File: config.mk
export PLATFORM = sky130hd
export DESIGN_NAME = gnss_binary_frame_parser
export DESIGN_NICKNAME = d
export VERILOG_FILES = /design/src/hw/rtl/gbfp_pkg.sv /design/src/hw/rtl/gnss_binary_frame_parser.sv /design/src/hw/rtl/gbfp_parser.sv
export SDC_FILE = /design/constraint.sdc
export NUM_CORES = 1
export LEC_CHECK = 0
export CAP_MARGIN = 25
export CORE_MARGIN = 1.5
export CORE_UTILIZATION = 50
export DETAILED_ROUTE_END_ITERATION = 7
export DONT_BUFFER_PORTS = 1
export PLACE_DENSITY_LB_ADDON = 0.1
export SETUP_SLACK_MARGIN = 0.1
export SYNTH_ARGS = -nofsm -noshare
export SYNTH_HDL_FRONTEND = slang
export SYNTH_SLANG_ARGS = --single-unit
File: constraint.sdc
create_clock -name clk_i -period 5.9 [get_ports clk_i]
set_input_delay 0.59 -clock clk_i [delete_from_list [all_inputs] [get_ports clk_i]]
set_output_delay 0.59 -clock clk_i [all_outputs]
set_load 0.05 [all_outputs]
File: src/hw/rtl/gbfp_pkg.sv
// Shared types, constants and field map of the binary frame parser.
package gbfp_pkg;

  // Frame framing bytes and the line feed that ends a text line.
  localparam logic [7:0] SYNC_CHAR1 = 8'hB5;
  localparam logic [7:0] SYNC_CHAR2 = 8'h62;
  localparam logic [7:0] DOLLAR_CHAR = 8'h24;
  localparam logic [7:0] LF_CHAR = 8'h0A;

  // Message classes and ids.
  localparam logic [7:0] CLS_NAV = 8'h01;
  localparam logic [7:0] CLS_ACK = 8'h05;
  localparam logic [7:0] ID_ACK_NAK = 8'h00;
  localparam logic [7:0] ID_ACK_ACK = 8'h01;
  localparam logic [7:0] ID_POSLLH = 8'h02;
  localparam logic [7:0] ID_DOP = 8'h04;
  localparam logic [7:0] ID_SOL = 8'h06;
  localparam logic [7:0] ID_VELNED = 8'h12;

  // Exact payload lengths of the navigation messages.
  localparam logic [15:0] LEN_POSLLH = 16'd28;
  localparam logic [15:0] LEN_DOP = 16'd18;
  localparam logic [15:0] LEN_SOL = 16'd52;
  localparam logic [15:0] LEN_VELNED = 16'd36;

  // Captured field registers.
  localparam int unsigned NUM_FIELDS = 12;
  localparam int unsigned FIELD_IDX_W = 4;
  localparam logic [FIELD_IDX_W-1:0] LAST_FIELD = 4'(NUM_FIELDS - 1);

  // Default length budget of a forwarded text line.
  localparam int unsigned PASSTHRU_LIMIT_DEF = 128;

  // Configuration register indexes.
  typedef enum logic {
    CFG_PASS_EN = 1'b0,
    CFG_LINK_OK = 1'b1
  } cfg_idx_e;

  // Result kinds.
  typedef enum logic [1:0] {
    KIND_FWD      = 2'd0,
    KIND_REPORT   = 2'd1,
    KIND_CSUM_ERR = 2'd2,
    KIND_LEN_ERR  = 2'd3
  } kind_e;

  // What one accepted byte asks of the output side.
  typedef struct packed {
    logic        single;  // one result of kind, fwd and errs
    logic        report;  // run of twelve field reports
    kind_e       kind;
    logic [7:0]  fwd;
    logic [15:0] errs;
  } res_t;

  // Place of a payload byte inside the field registers.
  typedef struct packed {
    logic                   hit;
    logic [FIELD_IDX_W-1:0] field;
    logic [1:0]             bsel;
  } loc_t;

  // Maps a message id and payload offset to a field register byte.
  function automatic loc_t locate(logic [7:0] ident, logic [5:0] off);
    loc_t       loc;
    logic [5:0] rel;
    loc = '0;
    rel = off - 6'd12;
    case (ident)
      ID_SOL: begin
        if (off <= 6'd3) begin
          loc = '{hit: 1'b1, field: 4'd0, bsel: off[1:0]};
        end else if (off == 6'd8 || off == 6'd9) begin
          loc = '{hit: 1'b1, field: 4'd1, bsel: off[1:0]};
        end else if (off == 6'd10) begin
          loc = '{hit: 1'b1, field: 4'd2, bsel: 2'd0};
        end else if (off == 6'd47) begin
          loc = '{hit: 1'b1, field: 4'd3, bsel: 2'd0};
        end
      end
      ID_POSLLH: begin
        if (off >= 6'd4 && off <= 6'd7) begin
          loc = '{hit: 1'b1, field: 4'd4, bsel: off[1:0]};
        end else if (off >= 6'd8 && off <= 6'd11) begin
          loc = '{hit: 1'b1, field: 4'd5, bsel: off[1:0]};
        end else if (off >= 6'd16 && off <= 6'd19) begin
          loc = '{hit: 1'b1, field: 4'd6, bsel: off[1:0]};
        end
      end
      ID_DOP: begin
        if (off == 6'd12 || off == 6'd13) begin
          loc = '{hit: 1'b1, field: 4'd7, bsel: off[1:0]};
        end
      end
      ID_VELNED: begin
        if (off >= 6'd12 && off <= 6'd27) begin
          loc = '{hit: 1'b1, field: 4'd8 + {2'b00, rel[3:2]}, bsel: rel[1:0]};
        end
      end
      default: begin
        loc = '0;
      end
    endcase
    return loc;
  endfunction

endpackage

File: src/hw/rtl/gnss_binary_frame_parser.sv
// Top level of the receiver binary frame parser with output staging and report sequencer.
// A result goes to the output register, or, while one still waits there, to the skid stage.
// Throughput: one byte per cycle while the skid stage is empty and no report run is going.
// A good frame with id 0x12 yields twelve field reports from the report sequencer, one per
// cycle while the output register is free, and the input is held off until the last one is staged.
// Reset (asynchronous, active low) returns to sync search and clears all state but the output and skid payload.
module gnss_binary_frame_parser #(
  parameter int unsigned PASSTHRU_LIMIT = gbfp_pkg::PASSTHRU_LIMIT_DEF
) (
  input  logic        clk_i,
  input  logic        rst_ni,
  input  logic        in_valid_i,
  output logic        in_ready_o,
  input  logic [7:0]  rx_byte_i,
  output logic        out_valid_o,
  input  logic        out_ready_i,
  output logic [1:0]  kind_o,
  output logic [3:0]  field_id_o,
  output logic [31:0] field_value_o,
  output logic [7:0]  fwd_byte_o,
  output logic [15:0] error_total_o,
  output logic        last_o,
  input  logic        cfg_valid_i,
  output logic        cfg_ready_o,
  input  logic        cfg_index_i,
  input  logic        cfg_wdata_i
);
  import gbfp_pkg::*;

  logic pass_en_q, link_ok_q;
  logic in_fire, out_free;
  res_t res;
  logic [31:0] rd_value;
  logic [15:0] err_count;

  logic                   rpt_active_q;
  logic [FIELD_IDX_W-1:0] rpt_idx_q;

  logic        out_valid_q;
  kind_e       out_kind_q;
  logic [3:0]  out_fid_q;
  logic [31:0] out_val_q;
  logic [7:0]  out_fwd_q;
  logic [15:0] out_err_q;
  logic        out_last_q;

  logic        skid_valid_q;
  kind_e       skid_kind_q;
  logic [7:0]  skid_fwd_q;
  logic [15:0] skid_err_q;

  // Configuration registers.
  assign cfg_ready_o = 1'b1;
  always_ff @(posedge clk_i or negedge rst_ni) begin
    if (!rst_ni) begin
      pass_en_q <= 1'b0;
      link_ok_q <= 1'b0;
    end else if (cfg_valid_i) begin
      case (cfg_idx_e'(cfg_index_i))
        CFG_PASS_EN: pass_en_q <= cfg_wdata_i;
        CFG_LINK_OK: link_ok_q <= cfg_wdata_i;
        default: ;
      endcase
    end
  end

  // Input side is open unless the skid stage is full or a report run is going.
  assign in_ready_o = !skid_valid_q && !rpt_active_q;
  assign in_fire    = in_valid_i && in_ready_o;
  assign out_free   = !out_valid_q || out_ready_i;

  gbfp_parser #(
    .PASSTHRU_LIMIT(PASSTHRU_LIMIT)
  ) u_parser (
    .clk_i      (clk_i),
    .rst_ni     (rst_ni),
    .accept_i   (in_fire),
    .rx_byte_i  (rx_byte_i),
    .pass_en_i  (pass_en_q),
    .link_ok_i  (link_ok_q),
    .rd_idx_i   (rpt_idx_q),
    .rd_value_o (rd_value),
    .err_count_o(err_count),
    .res_o      (res)
  );

  // Report sequencer: walks the field registers one per output transfer slot.
  always_ff @(posedge clk_i or negedge rst_ni) begin
    if (!rst_ni) begin
      rpt_active_q <= 1'b0;
      rpt_idx_q    <= '0;
    end else if (in_fire && res.report) begin
      rpt_active_q <= 1'b1;
      rpt_idx_q    <= '0;
    end else if (rpt_active_q && !skid_valid_q && out_free) begin
      rpt_idx_q <= rpt_idx_q + FIELD_IDX_W'(1);
      if (rpt_idx_q == LAST_FIELD) begin
        rpt_active_q <= 1'b0;
      end
    end
  end

  // Output register fed from the skid stage, the report sequencer or the parser.
  always_ff @(posedge clk_i or negedge rst_ni) begin
    if (!rst_ni) begin
      out_valid_q  <= 1'b0;
      skid_valid_q <= 1'b0;
    end else begin
      if (skid_valid_q) begin
        if (out_free) begin
          out_valid_q  <= 1'b1;
          skid_valid_q <= 1'b0;
        end
      end else if (rpt_active_q) begin
        if (out_free) begin
          out_valid_q <= 1'b1;
        end
      end else if (in_fire && res.single) begin
        if (out_free) begin
          out_valid_q <= 1'b1;
        end else begin
          skid_valid_q <= 1'b1;
        end
      end else if (out_free) begin
        out_valid_q <= 1'b0;
      end
    end
  end

  // Output and skid payload.
  always_ff @(posedge clk_i) begin
    if (skid_valid_q) begin
      if (out_free) begin
        out_kind_q <= skid_kind_q;
        out_fid_q  <= 4'd0;
        out_val_q  <= 32'd0;
        out_fwd_q  <= skid_fwd_q;
        out_err_q  <= skid_err_q;
        out_last_q <= 1'b1;
      end
    end else if (rpt_active_q) begin
      if (out_free) begin
        out_kind_q <= KIND_REPORT;
        out_fid_q  <= rpt_idx_q;
        out_val_q  <= rd_value;
        out_fwd_q  <= 8'd0;
        out_err_q  <= err_count;
        out_last_q <= (rpt_idx_q == LAST_FIELD);
      end
    end else if (in_fire && res.single) begin
      if (out_free) begin
        out_kind_q <= res.kind;
        out_fid_q  <= 4'd0;
        out_val_q  <= 32'd0;
        out_fwd_q  <= res.fwd;
        out_err_q  <= res.errs;
        out_last_q <= 1'b1;
      end else begin
        skid_kind_q <= res.kind;
        skid_fwd_q  <= res.fwd;
        skid_err_q  <= res.errs;
      end
    end
  end

  assign out_valid_o   = out_valid_q;
  assign kind_o        = out_kind_q;
  assign field_id_o    = out_fid_q;
  assign field_value_o = out_val_q;
  assign fwd_byte_o    = out_fwd_q;
  assign error_total_o = out_err_q;
  assign last_o        = out_last_q;

  // The skid stage only fills behind a full output register.
  assert property (@(posedge clk_i) disable iff (!rst_ni)
    skid_valid_q |-> out_valid_q)
    else $error("skid stage holds a result while the output register is empty");

  // A report run never starts or continues with a stale skid entry ahead of it.
  assert property (@(posedge clk_i) disable iff (!rst_ni)
    rpt_active_q |-> !skid_valid_q)
    else $error("skid stage busy during a report run");

  // Field reports always carry a field number in range.
  assert property (@(posedge clk_i) disable iff (!rst_ni)
    (out_valid_q && out_kind_q == KIND_REPORT) |-> (out_fid_q <= LAST_FIELD))
    else $error("field report with an out-of-range field number");

  // Staging the last field ends the report run.
  assert property (@(posedge clk_i) disable iff (!rst_ni)
    (rpt_active_q && out_free && rpt_idx_q == LAST_FIELD) |=> !rpt_active_q)
    else $error("report run did not end after the last field");

endmodule

File: src/hw/rtl/gbfp_parser.sv
// Byte-wise frame parser: sync search, checksum, field capture and text passthrough.
module gbfp_parser #(
  parameter int unsigned PASSTHRU_LIMIT = gbfp_pkg::PASSTHRU_LIMIT_DEF
) (
  input  logic                                 clk_i,
  input  logic                                 rst_ni,
  input  logic                                 accept_i,
  input  logic [7:0]                           rx_byte_i,
  input  logic                                 pass_en_i,
  input  logic                                 link_ok_i,
  input  logic [gbfp_pkg::FIELD_IDX_W-1:0]     rd_idx_i,
  output logic [31:0]                          rd_value_o,
  output logic [15:0]                          err_count_o,
  output gbfp_pkg::res_t                       res_o
);
  import gbfp_pkg::*;

  // One-hot parse states.
  typedef enum logic [12:0] {
    ST_SYNC1   = 13'b0000000000001,
    ST_SYNC2   = 13'b0000000000010,
    ST_CLASS   = 13'b0000000000100,
    ST_IDENT   = 13'b0000000001000,
    ST_LEN0    = 13'b0000000010000,
    ST_LEN1    = 13'b0000000100000,
    ST_CAPTURE = 13'b0000001000000,
    ST_SKIP    = 13'b0000010000000,
    ST_ACK0    = 13'b0000100000000,
    ST_ACK1    = 13'b0001000000000,
    ST_CS0     = 13'b0010000000000,
    ST_CS1     = 13'b0100000000000,
    ST_PASS    = 13'b1000000000000
  } state_e;

  localparam logic [7:0] BudgetLoad = 8'(PASSTHRU_LIMIT - 1);

  state_e      state_q, state_d;
  logic [7:0]  sum_a_q, sum_a_d, sum_b_q, sum_b_d;
  logic [7:0]  class_q, class_d, ident_q, ident_d;
  logic [15:0] left_q, left_d;
  logic [5:0]  offset_q, offset_d;
  logic [7:0]  first_ck_q, first_ck_d;
  logic [7:0]  budget_q, budget_d;
  logic [15:0] err_q, err_d;
  logic [3:0][7:0] field_q [NUM_FIELDS];

  logic [7:0]  sum_a_add, sum_b_add;
  logic [15:0] full_len, need_len;
  logic [7:0]  budget_dec;
  loc_t        loc;
  logic        cap_we;
  res_t        res;

  // Running Fletcher sums with the current byte folded in.
  assign sum_a_add  = sum_a_q + rx_byte_i;
  assign sum_b_add  = sum_b_q + sum_a_add;
  assign full_len   = {rx_byte_i, left_q[7:0]};
  assign budget_dec = budget_q - 8'd1;
  assign loc        = locate(ident_q, offset_q);

  // Required payload length of a navigation message, zero when not checked.
  always_comb begin
    case (ident_q)
      ID_POSLLH: need_len = LEN_POSLLH;
      ID_DOP:    need_len = LEN_DOP;
      ID_SOL:    need_len = LEN_SOL;
      ID_VELNED: need_len = LEN_VELNED;
      default:   need_len = 16'd0;
    endcase
  end

  // Next-state logic for one received byte.
  always_comb begin
    state_d    = state_q;
    sum_a_d    = sum_a_q;
    sum_b_d    = sum_b_q;
    class_d    = class_q;
    ident_d    = ident_q;
    left_d     = left_q;
    offset_d   = offset_q;
    first_ck_d = first_ck_q;
    budget_d   = budget_q;
    err_d      = err_q;
    cap_we     = 1'b0;
    res        = '0;
    case (state_q)
      ST_SYNC1: begin
        if (rx_byte_i == SYNC_CHAR1) begin
          state_d = ST_SYNC2;
        end else if (rx_byte_i == DOLLAR_CHAR && pass_en_i && link_ok_i) begin
          budget_d   = BudgetLoad;
          state_d    = (BudgetLoad == 8'd0) ? ST_SYNC1 : ST_PASS;
          res.single = 1'b1;
          res.kind   = KIND_FWD;
          res.fwd    = rx_byte_i;
        end
      end
      ST_SYNC2: begin
        if (rx_byte_i == SYNC_CHAR2) begin
          offset_d = 6'd0;
          state_d  = ST_CLASS;
        end else begin
          state_d = ST_SYNC1;
        end
      end
      ST_CLASS: begin
        class_d = rx_byte_i;
        sum_a_d = rx_byte_i;
        sum_b_d = rx_byte_i;
        state_d = ST_IDENT;
      end
      ST_IDENT: begin
        ident_d = rx_byte_i;
        sum_a_d = sum_a_add;
        sum_b_d = sum_b_add;
        state_d = ST_LEN0;
      end
      ST_LEN0: begin
        left_d  = {8'd0, rx_byte_i};
        sum_a_d = sum_a_add;
        sum_b_d = sum_b_add;
        state_d = ST_LEN1;
      end
      ST_LEN1: begin
        left_d  = full_len;
        sum_a_d = sum_a_add;
        sum_b_d = sum_b_add;
        if (class_q == CLS_NAV) begin
          if (need_len == 16'd0) begin
            state_d = ST_SKIP;
          end else if (full_len == need_len) begin
            state_d = ST_CAPTURE;
          end else begin
            // Wrong length on a navigation message.
            err_d      = err_q + 16'd1;
            state_d    = ST_SYNC1;
            res.single = 1'b1;
            res.kind   = KIND_LEN_ERR;
          end
        end else if (class_q == CLS_ACK) begin
          state_d = (ident_q == ID_ACK_NAK || ident_q == ID_ACK_ACK) ? ST_ACK0 : ST_SYNC1;
        end else begin
          state_d = ST_SKIP;
        end
      end
      ST_CAPTURE, ST_SKIP: begin
        if (left_q != 16'd0) begin
          if (state_q == ST_CAPTURE) begin
            cap_we   = loc.hit;
            offset_d = offset_q + 6'd1;
          end
          sum_a_d = sum_a_add;
          sum_b_d = sum_b_add;
          left_d  = left_q - 16'd1;
        end else begin
          first_ck_d = rx_byte_i;
          state_d    = ST_CS1;
        end
      end
      ST_ACK0: begin
        sum_a_d = sum_a_add;
        sum_b_d = sum_b_add;
        state_d = ST_ACK1;
      end
      ST_ACK1: begin
        sum_a_d = sum_a_add;
        sum_b_d = sum_b_add;
        state_d = ST_CS0;
      end
      ST_CS0: begin
        first_ck_d = rx_byte_i;
        state_d    = ST_CS1;
      end
      ST_CS1: begin
        state_d = ST_SYNC1;
        if (first_ck_q == sum_a_q && rx_byte_i == sum_b_q) begin
          res.report = (ident_q == ID_VELNED);
          res.kind   = KIND_REPORT;
        end else begin
          err_d      = err_q + 16'd1;
          res.single = 1'b1;
          res.kind   = KIND_CSUM_ERR;
        end
      end
      ST_PASS: begin
        // Forward until a line feed or the budget runs out.
        budget_d   = budget_dec;
        state_d    = (rx_byte_i == LF_CHAR || budget_dec == 8'd0) ? ST_SYNC1 : ST_PASS;
        res.single = 1'b1;
        res.kind   = KIND_FWD;
        res.fwd    = rx_byte_i;
      end
      default: begin
        state_d = ST_SYNC1;
      end
    endcase
    res.errs = err_d;
  end

  // Parser state registers, updated only on an input transfer.
  always_ff @(posedge clk_i or negedge rst_ni) begin
    if (!rst_ni) begin
      state_q    <= ST_SYNC1;
      sum_a_q    <= 8'd0;
      sum_b_q    <= 8'd0;
      class_q    <= 8'd0;
      ident_q    <= 8'd0;
      left_q     <= 16'd0;
      offset_q   <= 6'd0;
      first_ck_q <= 8'd0;
      budget_q   <= 8'd0;
      err_q      <= 16'd0;
    end else if (accept_i) begin
      state_q    <= state_d;
      sum_a_q    <= sum_a_d;
      sum_b_q    <= sum_b_d;
      class_q    <= class_d;
      ident_q    <= ident_d;
      left_q     <= left_d;
      offset_q   <= offset_d;
      first_ck_q <= first_ck_d;
      budget_q   <= budget_d;
      err_q      <= err_d;
    end
  end

  // Field registers: one byte lane written per captured payload byte.
  always_ff @(posedge clk_i or negedge rst_ni) begin
    if (!rst_ni) begin
      for (int i = 0; i < NUM_FIELDS; i++) begin
        field_q[i] <= '0;
      end
    end else if (accept_i && cap_we) begin
      field_q[loc.field][loc.bsel] <= rx_byte_i;
    end
  end

  assign rd_value_o  = field_q[rd_idx_i];
  assign err_count_o = err_q;
  assign res_o       = res;

endmodule
---- After elaboration in Yosys (flattened, before gate mapping) ----
Index checks and enable logic that the tools add are counted.
word-level totals
  bits in registers ....................... 581
  input port bits ......................... 15
  output and inout bits ................... 66
cells by class
  add/subtract/negate cells ............... 9
  magnitude comparators ................... 14
  equality and inequality tests ........... 45
  multiplexer cells ....................... 117
  bitwise gates (word level) .............. 7
  reduce and logical (&&, ||, !) cells .... 55
operators by type and width
  operator               number
  $bwmux 384             1
  $mux 32                8
  $mux 16                11
  $pmux 13 s11           1
  $bmux 32 s4            1
  $demux 32 s4           1
  $mux 8                 13
  $mux 13                7
  $mux 7                 10
  $pmux 16 s3            1
  $pmux 8 s2             3
  $pmux 8 s3             2
  $pmux 16 s2            1
  $eq 6x4->1 const B     5
  $mux 1                 28
  $mux 4                 7
  $pmux 7 s4             1
  $eq 8x3->1 const B     3
  $pmux 6 s4             1
  $mux 2                 10
  $mux 6                 3
  $add 16x1->16 const B  1
  $add 8x8->8            2
  $demux 8 s2            1
  other kinds (68)       125

---- Longest topological paths before layout ----
Gate-level depths: netlist (run 1).
  depth after elaboration ................. 13
  mapped depth ............................ 14

---- Modules after synthesis ----
A second synthesis (run 1) with hierarchy kept.
second synthesis, totals
  cells, all modules ...................... 2183
  area, all modules ....................... 28446.0 um^2
modules (own cells, without submodules)
  module                    instances  cells an instance  area an instance (um^2)  seq. area each (um^2)
  gbfp_parser               1          1929               24442.2                  12087.8
  gnss_binary_frame_parser  1          254                4003.8                   2897.8

---- Worst setup path after synthesis (run 1) ----
OpenSTA, ideal clock, no wires.
  path kind ............................... in2reg
  start point ............................. in rx_byte_i[2]
  end point ............................... reg out_fid_q[0], in the netlist field_id_o[0] (enable)
  setup time .............................. 0.719 ns
  data arrival time ....................... 3.701 ns
  data required time ...................... 5.181 ns
  slack ................................... 1.480 ns
  stages .................................. 8
  buffers on the path ..................... 1
  cells stage by stage .................... clkbuf_1 -> nor4bb_1 -> or3b_2 -> and4_1 -> a21oi_1 -> a311oi_1 -> nor2_1 -> o21ai_0
between the ends
  word-level cells in the longest chain between the ends .. 9
ends and longest elaborated chain
  what                                  RTL line                         text
  from (decl)                           gnss_binary_frame_parser.sv:14   input logic [7:0] rx_byte_i,
  $eq 8x6->1                            gbfp_parser.sv:90                end else if (rx_byte_i == DOLLAR_CHAR && pass_en_i && link_ok_i) begin
  $logic_and 1x1->1 (2 in series)       gbfp_parser.sv:90
  $mux 1                                gbfp_parser.sv:90
  $mux 1                                gbfp_parser.sv:88                if (rx_byte_i == SYNC_CHAR1) begin
  $pmux 1 s4 *                          gbfp_parser.sv:86                case (state_q)
  $logic_and 1x1->1 *                   gnss_binary_frame_parser.sv:150  end else if (in_fire && res.single) begin
  $reduce_bool 3->1 (no source line) *  -
  $reduce_and 2->1 (no source line) *   -
  to (signal assigned)                  gnss_binary_frame_parser.sv:144  out_fid_q <= rpt_idx_q;
  to (decl)                             gnss_binary_frame_parser.sv:41   logic [3:0] out_fid_q;
Every way passes the cells marked *; elsewhere a longest branch is shown, timed or not.
A chain may end at the register's enable or synchronous reset.

---- Worst setup path after layout (run 1) ----
  start point ............................. reg u_parser.class_q[5]
  end point ............................... reg skid_err_q[5] (enable)
between the ends
  word-level cells in the longest chain between the ends .. 5
ends and longest elaborated chain
  what                               RTL line                         text
  from (decl)                        gbfp_parser.sv:39                logic [7:0] class_q, class_d, ident_q, ident_d;
  from (signal assigned)             gbfp_parser.sv:217               class_q <= class_d;
  $eq 8x1->1                         gbfp_parser.sv:128               if (class_q == CLS_NAV) begin
  $mux 1                             gbfp_parser.sv:128
  $pmux 1 s4                         gbfp_parser.sv:86
  $logic_and 1x1->1                  gnss_binary_frame_parser.sv:150
  $reduce_and 4->1 (no source line)  -
  to (signal assigned)               gnss_binary_frame_parser.sv:161  skid_err_q <= res.errs;
  to (decl)                          gnss_binary_frame_parser.sv:50   logic [15:0] skid_err_q;
Every way passes these cells.

==> results of run 1 <==
power by group:
group	switching [W]	leakage [nW]	total [W]	internal, W
combinational	0.000197	5.14	0.000319	0.000122
sequential	0.000153	7.54	0.00429	0.00414
clock	0.00161	1.03	0.00395	0.00234
total	0.00196	13.7	0.00856	0.00660
logic make-up after synthesis:
kind of cell               count (synthesis)
DFF                                      581
muxes                                    504
and+or+nand+nor                          435
AOI/OAI and AO/OA                        286
buffers and inverters                    269
xor gates and xnor gates                  88
adders and majority gates                 30
other                                      1
repair_timing:
action                                  CTS  global route
endpoints found under the setup margin    0             0
endpoints found under the hold margin   492           491
gates resized for setup                   0             0
buffers inserted                          0             0
registers in the layout (all words and copies together), names as in the netlist, 13 cells and up:
| signal | flops |
|---|---|
| u_parser.err_count_o | 16 |
| error_total_o | 16 |
| u_parser.left_q | 16 |
| field_value_o | 32 |
| u_parser.field_q | 384 |
| u_parser.state_q | 13 |
| skid_err_q | 16 |
cell usage in the layout, fill, tap and decap left out, types with 19 or more instances in the layout:
| cell | count |
|---|---|
| sky130_fd_sc_hd__nand3_1 | 39 |
| sky130_fd_sc_hd__nor3_1 | 26 |
| sky130_fd_sc_hd__inv_1 | 59 |
| sky130_fd_sc_hd__o22ai_1 | 33 |
| sky130_fd_sc_hd__and2_1 | 19 |
| sky130_fd_sc_hd__dfrtp_1 | 488 |
| sky130_fd_sc_hd__mux4_2 | 96 |
| sky130_fd_sc_hd__edfxtp_1 | 89 |
| sky130_fd_sc_hd__xnor2_1 | 48 |
| sky130_fd_sc_hd__a21oi_1 | 50 |
| sky130_fd_sc_hd__a22o_1 | 50 |
| sky130_fd_sc_hd__xor2_1 | 40 |
| sky130_fd_sc_hd__o21ai_0 | 62 |
| sky130_fd_sc_hd__nor2_1 | 53 |
| sky130_fd_sc_hd__mux2i_1 | 46 |
| sky130_fd_sc_hd__nand2_1 | 139 |
| sky130_fd_sc_hd__ha_1 | 28 |
| sky130_fd_sc_hd__clkbuf_16 | 68 |
| sky130_fd_sc_hd__mux2_2 | 351 |
area by class of cell:
| cell class | instances | area, um^2 |
|---|---|---|
| inverter | 59 | 221.5 |
| clock buffer | 96 | 1917 |
| fill | 4574 | 24850 |
| multi-input combinational | 1344 | 12270 |
| tap | 748 | 935.9 |
| timing repair buffer | 21 | 185.2 |
| clock inverter | 19 | 158.9 |
| sequential | 581 | 14990 |
how the worst min path moves through the flow:
| stage | cells after the start | from | slack (ns) | end |
|---|---|---|---|---|
| after global placement | 0 | rst_ni | 0.32 | u_parser.sum_b_q[5] |
| final | 0 | rst_ni | -0.28 | u_parser.sum_b_q[5] |
| after global routing | 0 | rst_ni | -0.31 | u_parser.sum_b_q[5] |
| after detailed placement | 0 | rst_ni | 0.31 | u_parser.sum_b_q[5] |
| after floorplan | 0 | rst_ni | 0.29 | link_ok_q |
| after CTS | 0 | rst_ni | -0.32 | u_parser.sum_b_q[5] |
through the flow:
| step | instances | cell area, um^2 |
|---|---|---|
| final | 2868 | 30680 |
| after global routing | 2868 | 30680 |
| after CTS | 2867 | 30660 |
| after detailed placement | 2752 | 28580 |
| after global placement | 2748 | 28540 |
| after floorplan | 2194 | 28270 |
synthesized netlist by cell type (all sizes together) (46+ instances only):
cell / number
a21oi: 50
mux4: 96
clkbuf: 172
inv: 59
o21ai: 69
mux2: 362
a22o: 50
mux2i: 46
nand2: 157
dfrtp: 491
edfxtp: 89
xnor2: 48
nor2: 56
routing by layer:
metal,vias to the layer above,part of all wire
li1,7729,-
met1,8945,0.48
met2,357,0.46
met3,99,0.043
met4,0,0.021
met5,-,0
==> Flow_metrics.wiki, run 1 <==
{| class="wikitable"
! Metric !! Value
|-
| Final count of pins violating max slew || 0
|-
| PwrDens || 278.9 mW/mm^2
|-
| Maximum fanout count along the critical path || 27
|-
| Gr ovfl total || 0
|-
| Antenna violations before repair || 1
|-
| Final setup fails || 0
|-
| Met2 layer usage reported by global route || 0.3682
|-
| Clk pin slew, worst setup/hold paths || 0.05 ns
|-
| Setup repair after global routing missed its margin || false
|-
| Buffers from clock root to sink, at most || 3
|-
| Router iterations before antenna repair || 5
|-
| Adder-cell share of the synthesized area || 0.01381
|-
| Iteration-0 DRC count of the detailed router || 1327
|-
| Async set-or-reset flop fraction in the synthesized netlist || 0.8468
|-
| Number of antenna diodes || 0
|-
| All-Layer GR Usage || 0.2372
|-
| Hold Worst Slack || -0.2812 ns
|-
| Latest clock arrival within the worst-skew pair || 0.59 ns
|-
| Gate family responsible for the most delay along the worst path || simple AND/OR/NAND/NOR gates
|-
| Post-layout util || 0.5525
|-
| Worst Setup End Kind || flip-flop
|-
| Global-route wire length before repair || 105000 um
|-
| CP Depth || 8
|-
| Number of max-capacitance violations reported || 0
|-
| Drt via density || 5.973
|-
| Area Growth Syn to Fin || 8.501%
|-
| Met1 usage || 0.3435
|-
| Die extent in x || 240.8 um
|-
| Clk Tree Root Cell || sky130_fd_sc_hd__clkbuf_16
|-
| Critical Path Sink || skid_err_q[5]
|-
| Cell with the largest stage delay on the worst path || sky130_fd_sc_hd__nor4b_1
|-
| Count of buffers inserted at the top-level ports || 0
|-
| Number of storage elements in the synthesis netlist || 581
|-
| Met3 global-route usage || 0.03992
|-
| Pin count of the biggest net entering global routing || 493
|-
| Violated checks || negative hold slack
|-
| RD Place Congestion || 0.8501
|-
| Total wire length || 66540 um
|-
| Fraction of layout cells with a size suffix above 1 || 0.2934
|-
| Number of enable flip-flop cells after synthesis || 89
|-
| Beginning of the worst register-to-register path || u_parser.class_q[5]
|-
| Tmin final || 4.201 ns
|-
| Nature of the critical path startpoint || flip-flop
|-
| Data arrival time at the worst-slack endpoint || 4.49 ns
|-
| Initial core utilization || 0.5092
|-
| Critical path, cell by cell || or4_1 -> nor4b_1 -> nand4b_1 -> a41o_1 -> buf_4 -> a311oi_1 -> and2_1 -> buf_8
|-
| Worst-case headroom to the max-slew limit || 0.2315
|-
| Result of the run || finished with violations
|-
| Post-DRT Antenna Nets || 0
|-
| Worst flop-to-flop path endpoint || skid_err_q[5]
|-
| Total number of vias || 17130
|-
| HPWL Detailed || 40970 um
|-
| Syn Inst Count || 2194
|-
| Buffers & Inverters on Critical Path || 2
|-
| Number of primary I/O pins || 81
|-
| Total power after layout || 0.008556 W
|-
| Num CTS Buffers || 66
|-
| Syn Area/Cell || 12.89 um^2
|-
| Worst setup timing slack at the placement stage || 1.705 ns
|-
| Area share of the leading cell type in the synthesized netlist || 0.4346
|-
| Drc violations || 0
|-
| GR peak layer || met2
|-
| Post-route fraction of the period consumed by the critical path || 0.7121
|-
| Std-Cell Core Area || 0.05552 mm^2
|-
| Fin nets || 2118
|-
| Number of nets in the synthesized netlist || 2239
|-
| Worst hold-check path type || input pin to asynchronous set/reset pin
|-
| Dominant combinational cell family by area after synthesis || multiplexers
|-
| R2R setup slack || 1.70 ns
|-
| Fin Clk Skew || 0.03141 ns
|-
| Final Hold Viols || 491
|-
| R2r worst-path depth || 8
|-
| Most used DFF post-synth || sky130_fd_sc_hd__dfrtp_1
|-
| Synth Area in XOR/XNOR || 0.02726
|-
| Post-synthesis cell area || 0.02827 mm^2
|-
| Area fraction in compound gates after synthesis || 0.06921
|-
| Worst Slack Setup Final || 1.699 ns
|-
| Number of H-tree branching levels || 3
|-
| Delay of the slowest critical-path stage || 0.94 ns
|-
| Cell type with the largest total area after synthesis || sky130_fd_sc_hd__dfrtp_1
|-
| Post-synthesis mux area share || 0.2369
|-
| Register area share after synthesis || 0.5300
|-
| Wire per inst || 23.20 um
|-
| Total Die Area || 0.05798 mm^2
|-
| Synthesized-area fraction occupied by and/or/nand/nor cells || 0.08487
|-
| Sum of negative setup slack || 0 ns
|-
| Number of global-route vias before repair || 17879
|-
| Vertical extent of the die || 240.8 um
|-
| Site row count || 86
|-
| Worst Setup Path Type || flip-flop to flip-flop
|-
| Max frequency || 0.2380 GHz
|-
| Slew at the pin closest to its max-slew limit || 1.137 ns
|-
| # clock sinks || 581
|-
| Clock tree from TritonCTS || yes
|-
| Static Leakage || 13.71 nW
|-
| Area contributors post-synth || sky130_fd_sc_hd__dfrtp_1, sky130_fd_sc_hd__mux2_2, sky130_fd_sc_hd__edfxtp_1, sky130_fd_sc_hd__mux4_2, sky130_fd_sc_hd__clkbuf_1
|-
| CP Data Required Time || 6.19 ns
|-
| Worst VDD drop || 0.2105 mV
|-
| Number of different library cells in the post-synthesis netlist || 81
|-
| Synthesis warning total || 0
|-
| Source of the critical timing path || u_parser.class_q[5]
|}
Note: power is estimated with default switching activity, not from simulation.
==> inputs of run 2 (changes only) <==
Clock period 5.9 ns to 4 ns, I/O delays scaled along.
==> run 2 against run 1 <==
The flow finishes with violations (negative hold slack, max-slew violations). Routed wire length rose by 4.7%. Critical path depth did not move. Worst hold slack worse by 0.20 ns. Sequential share of layout area fell by 1.4 points. Via count grew 2.0%. Maximum frequency increased by 12%. Final area grew 3.0%. Combinational power grew 94%. Sequential power is 48% higher. Setup slack worse by 1.4 ns. Critical path type unchanged. Largest cell class unchanged. Highest routed layer unchanged.
==> Flow_metrics.wiki, run 2 (synthesized netlist as in run 1, its figures left out) <==
{| class="wikitable"
! Metric !! Value
|-
| Worst Setup Path Type || flip-flop to flip-flop
|-
| PwrDens || 422.8 mW/mm^2 (+52%)
|-
| Number of buffers inserted by hold repair at cts || 16
|-
| Max frequency || 0.2668 GHz (+12%)
|-
| Slew at the pin closest to its max-slew limit || 2.939 ns (+1.803 ns)
|-
| Area Growth Syn to Fin || 11.76%
|-
| Drc violations || 0 (unchanged)
|-
| Final setup fails || 0 (unchanged)
|-
| Worst hold-check path type || input pin to asynchronous set/reset pin
|-
| Violated checks || negative hold slack, max-slew violations
|-
| Critical path, cell by cell || ha_1 -> nand2_1 -> a2111oi_0 -> o31ai_1 -> nand3_1 -> nor4b_4 -> nand2_1 -> mux2_2
|-
| Number of antenna diodes || 0 (unchanged)
|-
| RD Place Congestion || 0.8408 (-1.1%)
|-
| Wire per inst || 23.73 um (+2.3%)
|-
| All-Layer GR Usage || 0.2488 (+0.01154)
|-
| Hold Worst Slack || -0.4843 ns (-0.2031 ns)
|-
| Fin Clk Skew || 0.01837 ns (-0.01304 ns)
|-
| Result of the run || finished with violations
|-
| Iteration-0 DRC count of the detailed router || 1391 (+4.8%)
|-
| Die extent in x || 240.8 um (unchanged)
|-
| Post-route fraction of the period consumed by the critical path || 0.9371 (+0.2251)
|-
| Gate family responsible for the most delay along the worst path || simple AND/OR/NAND/NOR gates
|-
| Initial core utilization || 0.5092 (unchanged)
|-
| Fin nets || 2179 (+2.9%)
|-
| Buffers from clock root to sink, at most || 3 (unchanged)
|-
| Register containing the most flip-flops in the final layout || u_parser.field_q
|-
| Source of the critical timing path || u_parser.offset_q[0]
|-
| Number of H-tree branching levels || 3 (unchanged)
|-
| Vertical extent of the die || 240.8 um (unchanged)
|-
| Num CTS Buffers || 67 (+1.5%)
|-
| Std-Cell Core Area || 0.05552 mm^2 (unchanged)
|-
| Max reg flops || 384 (unchanged)
|-
| HPWL Detailed || 41510 um (+1.3%)
|-
| Drt via density || 5.952 (-0.35%)
|-
| Gr ovfl total || 0 (unchanged)
|-
| Global-route wire length before repair || 108600 um (+3.4%)
|-
| Static Leakage || 14.21 nW (+3.6%)
|-
| Count of buffers inserted at the top-level ports || 0 (unchanged)
|-
| Tmin final || 3.749 ns (-0.4527 ns)
|-
| Delay of the slowest critical-path stage || 0.59 ns (-0.35 ns)
|-
| Clk Tree Root Cell || sky130_fd_sc_hd__clkbuf_16
|-
| Non-Filler Instances || 2935 (+2.3%)
|-
| Clock tree from TritonCTS || yes
|-
| Total number of vias || 17468 (+2.0%)
|-
| Pin count of the biggest net entering global routing || 493 (unchanged)
|-
| Post-DRT Antenna Nets || 0 (unchanged)
|-
| CP Data Required Time || 4.47 ns (-1.72 ns)
|-
| Worst Setup End Kind || flip-flop
|-
| # clock sinks || 581 (unchanged)
|-
| Number of max-capacitance violations reported || 0 (unchanged)
|-
| Final count of pins violating max slew || 338 (+338)
|-
| Post-layout util || 0.5691 (+0.01659)
|-
| Nature of the critical path startpoint || flip-flop
|-
| Data arrival time at the worst-slack endpoint || 4.22 ns (-0.27 ns)
|-
| Cell with the largest stage delay on the worst path || sky130_fd_sc_hd__nor4b_4
|-
| Latest clock arrival within the worst-skew pair || 0.60 ns (about the same)
|-
| Worst-case headroom to the max-slew limit || -0.9596 (-1.191)
|-
| Antenna violations before repair || 0 (-1)
|-
| Final Hold Viols || 241 (-51%)
|-
| Fraction of layout cells with a size suffix above 1 || 0.3137 (+0.02028)
|-
| Worst VDD drop || 0.2891 mV (+37%)
|-
| Router iterations before antenna repair || 7 (+2)
|-
| Number of primary I/O pins || 81 (unchanged)
|-
| Total wire length || 69650 um (+4.7%)
|-
| Clk pin slew, worst setup/hold paths || 0.06 ns (about the same)
|-
| Number of global-route vias before repair || 17715 (-0.92%)
|-
| Total Die Area || 0.05798 mm^2 (unchanged)
|-
| Highest-count cells in the layout ignoring fill and taps || sky130_fd_sc_hd__dfrtp_1, sky130_fd_sc_hd__mux2_2, sky130_fd_sc_hd__nand2_1
|-
| Maximum fanout count along the critical path || 9 (-67%)
|-
| Placed Cells incl. Taps || 2792 (+1.5%)
|-
| Site row count || 86 (unchanged)
|-
| Setup repair after global routing missed its margin || false
|-
| Worst path most repeated cell || sky130_fd_sc_hd__nand2_1
|-
| Most frequent standard cell in the layout excluding fill and tap cells || sky130_fd_sc_hd__dfrtp_1
|-
| Beginning of the worst register-to-register path || u_parser.offset_q[0]
|-
| Buffers & Inverters on Critical Path || 0 (-2)
|}
-- run 2: final timing paths --
check / slack, ns / cells after the start / to
hold / removal: -0.48 / 0 / u_parser.first_ck_q[5]
setup / recovery: 0.25 / 8 / u_parser.field_q[219]
hold reg to reg: 0.37 / 0 / u_parser.field_q[309]
max in group asynchronous: 2.18 / 0 / u_parser.field_q[160]
setup reg to reg: 0.25 / 8 / u_parser.field_q[219]
min in group clk_i: 0.02 / 2 / u_parser.sum_a_q[2]
-- run 2: timing repair --
action | 4_1_cts | 5_1_grt
pin swaps | 0 | 3
setup buffers | 0 | 4
resized for setup | 1 | 3
hold endpoints to repair | 859 | 492
setup endpoints to repair | 48 | 54
-- run 2: cell type report --
| class | count | area [um^2] |
|---|---|---|
| Fill cell | 4527 | 23920 |
| Tap cell | 748 | 935.9 |
| Timing Repair Buffer | 81 | 838.3 |
| Clock inverter | 18 | 305.3 |
| Sequential cell | 581 | 14990 |
| Inverter | 59 | 221.5 |
| Clock buffer | 104 | 2028 |
| Multi-Input combinational cell | 1344 | 12280 |
-- run 2: layer usage --
layer	routed length, um	vias up	GRT usage
met5	0	-	0
met4	1097	0	0.06326
met3	3528	69	0.04541
met2	32070	402	0.3836
met1	32960	9119	0.3642
li1	-	7878	-
-- run 2: per-stage QoR --
stage | cell area, um^2 | setup TNS, ns | power [W] | hold slack [ns] | worst slack (ns)
5_1_grt | 31600 | 0 | 0.01385 | -0.5100 | 0.1193
2_1_floorplan | 28280 | 0 | 0.006836 | 0.1044 | 0.2678
3_3_place_gp | 28890 | 0 | 0.006918 | 0.1188 | 0.07060
6_report | 31600 | 0 | 0.01336 | -0.4843 | 0.2515
3_5_place_dp | 28890 | -0.7686 | 0.006935 | 0.1209 | -0.04436
4_1_cts | 31530 | 0 | 0.01351 | -0.5131 | 0.1241
-- run 2: power breakdown --
group	leakage, nW	internal (W)	switching (W)	total, W
Clock	1.14	0.00396	0.00245	0.00641
Sequential	7.54	0.00610	0.000224	0.00633
Combinational	5.52	0.000234	0.000386	0.000620
==> inputs of run 3 (changes only) <==
Settings changed: SYNTH_HIERARCHICAL set to 1.
==> run 3 against run 2 <==
Critical path type unchanged. Routed wire length grew 1.1%. Largest power group is now registers. The flow still finishes with violations (negative hold slack, max-slew violations). Setup slack gained 0.059 ns. Clock skew grew 0.0030 ns. Maximum frequency grew 1.6%. Total power shrank 1.4%. Worst hold slack gained 0.023 ns. Critical path depth is the same. Via count grew 0.48%. Register-to-register slack gained 0.06 ns. Synthesized cell count shrank 0.50%. Die area grew 0.60%.
==> Flow_metrics.wiki, run 3 <==
{| class="wikitable"
! Metric !! Value
|-
| Area contributors post-synth || sky130_fd_sc_hd__dfrtp_1, sky130_fd_sc_hd__mux2_2, sky130_fd_sc_hd__edfxtp_1, sky130_fd_sc_hd__mux4_2, sky130_fd_sc_hd__clkbuf_1
|-
| Synthesis warning total || 6 (+6)
|-
| Most used DFF post-synth || sky130_fd_sc_hd__dfrtp_1
|-
| Fin nets || 2169 (-0.46%)
|-
| Antenna violations before repair || 1 (+1)
|-
| HPWL Detailed || 42020 um (+1.2%)
|-
| # clock sinks || 581 (unchanged)
|-
| Worst flop-to-flop path endpoint || u_parser/field_q[258]
|-
| Number of nets in the synthesized netlist || 2229 (-0.45%)
|-
| Clock tree from TritonCTS || yes
|-
| Clk pin slew, worst setup/hold paths || 0.06 ns (about the same)
|-
| Data arrival time at the worst-slack endpoint || 4.16 ns (-0.06 ns)
|-
| Sum of negative setup slack || 0 ns (unchanged)
|-
| Cell with the largest stage delay on the worst path || sky130_fd_sc_hd__dfrtp_1
|-
| Final setup fails || 0 (unchanged)
|-
| PwrDens || 416.9 mW/mm^2 (-1.4%)
|-
| Number of primary I/O pins || 81 (unchanged)
|-
| Worst hold-check path type || input pin to asynchronous set/reset pin
|-
| Number of different library cells in the post-synthesis netlist || 96 (+19%)
|-
| Cell type with the largest total area after synthesis || sky130_fd_sc_hd__dfrtp_1
|-
| Latest clock arrival within the worst-skew pair || 0.60 ns (about the same)
|-
| Critical path, cell by cell || inv_1 -> ha_1 -> o2111ai_1 -> o21ai_2 -> nor4_4 -> mux2i_4 -> or3b_1 -> mux2_4
|-
| Wire per inst || 24.06 um (+1.4%)
|-
| Worst-case headroom to the max-slew limit || -0.1401 (+0.8195)
|-
| Worst VDD drop || 0.3285 mV (+14%)
|-
| Drc violations || 0 (unchanged)
|-
| Router iterations before antenna repair || 6 (-1)
|-
| Vertical extent of the die || 241.5 um (+0.30%)
|-
| Die extent in x || 241.5 um (+0.30%)
|-
| Site row count || 87 (+1.2%)
|-
| Worst Setup Path Type || flip-flop to flip-flop
|-
| Post-route fraction of the period consumed by the critical path || 0.9223 (-0.01483)
|-
| Fillcell total || 4582 (+1.2%)
|-
| Beginning of the worst register-to-register path || u_parser/offset_q[1]
|-
| RD Place Congestion || 0.9265 (+10%)
|-
| All-Layer GR Usage || 0.2468 (-0.001946)
|-
| Total number of vias || 17552 (+0.48%)
|-
| Total wire length || 70400 um (+1.1%)
|-
| Post-DRT Antenna Nets || 0 (unchanged)
|-
| CP Data Required Time || 4.47 ns (about the same)
|-
| Total Die Area || 0.05833 mm^2 (+0.60%)
|-
| Number of enable flip-flop cells after synthesis || 89 (unchanged)
|-
| Number of max-capacitance violations reported || 0 (unchanged)
|-
| Pin count of the biggest net entering global routing || 493 (unchanged)
|-
| Final count of pins violating max slew || 164 (-51%)
|-
| Iteration-0 DRC count of the detailed router || 1192 (-14%)
|-
| Hold Worst Slack || -0.4614 ns (+0.02294 ns)
|-
| R2r worst-path depth || 8 (unchanged)
|-
| Result of the run || finished with violations
|-
| Multi-input gate area in the final layout || 0.01242 mm^2 (+1.2%)
|-
| Tmin final || 3.689 ns (-0.05933 ns)
|-
| Number of global-route vias before repair || 18616 (+5.1%)
|-
| Number of buffers inserted by hold repair at cts || 16 (unchanged)
|-
| Global-route wire length before repair || 111700 um (+2.9%)
|-
| Number of storage elements in the synthesis netlist || 581 (unchanged)
|-
| Highest-count cells in the layout ignoring fill and taps || sky130_fd_sc_hd__dfrtp_1, sky130_fd_sc_hd__mux2_2, sky130_fd_sc_hd__mux4_2
|-
| Max reg flops || 384 (unchanged)
|-
| Final Hold Viols || 491 (+100%)
|-
| Violated checks || negative hold slack, max-slew violations
|-
| Gr ovfl total || 0 (unchanged)
|-
| Fin Clk Skew || 0.02133 ns (+0.002963 ns)
|-
| Num CTS Buffers || 66 (-1.5%)
|-
| Nature of the critical path startpoint || flip-flop
|-
| Number of H-tree branching levels || 3 (unchanged)
|-
| Register containing the most flip-flops in the final layout || u_parser/field_q
|-
| Worst Setup End Kind || flip-flop
|-
| Number of antenna diodes || 0 (unchanged)
|-
| Register area share after synthesis || 0.5268 (-0.003194)
|-
| Static Leakage || 14.45 nW (+1.7%)
|-
| Maximum fanout count along the critical path || 11 (+2)
|-
| Max frequency || 0.2711 GHz (+1.6%)
|-
| Syn Area/Cell || 13.03 um^2 (+1.1%)
|-
| Count of buffers inserted at the top-level ports || 0 (unchanged)
|-
| Area Growth Syn to Fin || 11.08%
|-
| Delay of the slowest critical-path stage || 0.63 ns (+0.04 ns)
|-
| Most frequent standard cell in the layout excluding fill and tap cells || sky130_fd_sc_hd__dfrtp_1
|-
| Slew at the pin closest to its max-slew limit || 1.710 ns (-1.229 ns)
|-
| Drt via density || 5.999 (+0.79%)
|-
| Post-synthesis cell area || 0.02845 mm^2 (+0.61%)
|-
| Initial core utilization || 0.5055 (-0.003781)
|-
| Top-count cell post-synth || sky130_fd_sc_hd__dfrtp_1
|-
| Commonest cells in the synthesized netlist || sky130_fd_sc_hd__dfrtp_1, sky130_fd_sc_hd__mux2_2, sky130_fd_sc_hd__clkbuf_1, sky130_fd_sc_hd__mux4_2, sky130_fd_sc_hd__nand2_1
|-
| Syn Inst Count || 2183 (-0.50%)
|-
| Non-Filler Instances || 2926 (-0.31%)
|-
| Clk Tree Root Cell || sky130_fd_sc_hd__clkbuf_16
|-
| Area share of the leading cell type in the synthesized netlist || 0.4319 (-0.002619)
|-
| Async set-or-reset flop fraction in the synthesized netlist || 0.8468 (unchanged)
|-
| Sequential cell area || 0.01499 mm^2 (unchanged)
|-
| Fraction of layout cells with a size suffix above 1 || 0.3184 (+0.004761)
|-
| Placed Cells incl. Taps || 2793 (+0.036%)
|-
| R2R setup slack || 0.31 ns (+0.06 ns)
|-
| Setup repair after global routing missed its margin || false
|-
| Buffers from clock root to sink, at most || 3 (unchanged)
|-
| Std-Cell Core Area || 0.05628 mm^2 (+1.4%)
|}
[run 3: cell count changes after synthesis, sizes merged, moves of 14 or more]
| cell | previous run | this run |
|---|---|---|
| nor2 | 56 | 92 |
| clkbuf | 172 | 144 |
| xor2 | 40 | 26 |
| buf | 38 | 56 |
| o21ai | 69 | 86 |
| nand4 | 12 | 26 |
| nand2 | 157 | 96 |
[run 3: cell type report]
class	count	share of cell area
multi-input cells	1343	0.3932
flip-flops and latches	581	0.4745
inverters	59	0.007009
well taps	756	0.02994
clock inverters	23	0.008909
repair buffers	72	0.02455
clock buffers	92	0.06185
[run 3: critical path: cells and delay by family, from the launching register on]
family	cells	cell delay [ns]
simple gates	2	1.02
mux	2	0.87
flops	1	0.63
compound gates	2	0.56
fa+ha+maj	1	0.28
buf+inv	1	0.19
[run 3: kinds of logic after synthesis]
logic type,share of synthesized area
flops,0.5268
mux,0.2417
simple gates,0.08876
compound gates,0.06963
buf+inv,0.03791
xor+xnor,0.02094
fa+ha+maj,0.01416
other cells,0.0001318
[run 3: what timing repair did]
action,4_1_cts,5_1_grt
endpoints found under the setup margin,0,54
hold endpoints to repair,858,492
setup buffers,0,2
resized for setup,0,4
[run 3: worst max path at each step]
stage                               startpoint               endpoint  cells after the start
after CTS                 u_parser/offset_q[1]   u_parser/field_q[32]                      8
after floorplan            u_parser/state_q[1]          field_id_o[0]                      9
after global placement     u_parser/class_q[5]       field_value_o[2]                     11
final                     u_parser/offset_q[1]  u_parser/field_q[258]                      8
after global routing      u_parser/offset_q[1]  u_parser/field_q[256]                      8
after detailed placement  u_parser/offset_q[1]   u_parser/field_q[32]                      8
[run 3: metrics by stage]
step / utilization / total power (W) / cell area (um^2) / setup WS (ns)
2_1_floorplan: - / 0.006852 / 28460 / 0.3008
3_3_place_gp: 0.5159 / 0.006947 / 29030 / 0.3453
3_5_place_dp: 0.5160 / 0.006964 / 29040 / 0.3343
4_1_cts: 0.5610 / 0.01334 / 31570 / 0.3016
5_1_grt: 0.5615 / 0.01364 / 31600 / 0.1057
6_report: 0.5615 / 0.01317 / 31600 / 0.3108
[run 3: power breakdown]
| group | internal [W] | switching [W] |
|---|---|---|
| combinational | 0.000229 | 0.000407 |
| clock | 0.00380 | 0.00241 |
| sequential | 0.00612 | 0.000216 |
| total | 0.0101 | 0.00303 |
[run 3: metal layers]
metal | global-route usage | part of all wire
met1 | 0.3328 | 0.44
met2 | 0.4064 | 0.49
met3 | 0.03607 | 0.036
met5 | 0 | 0.00016
met4 | 0.09249 | 0.034
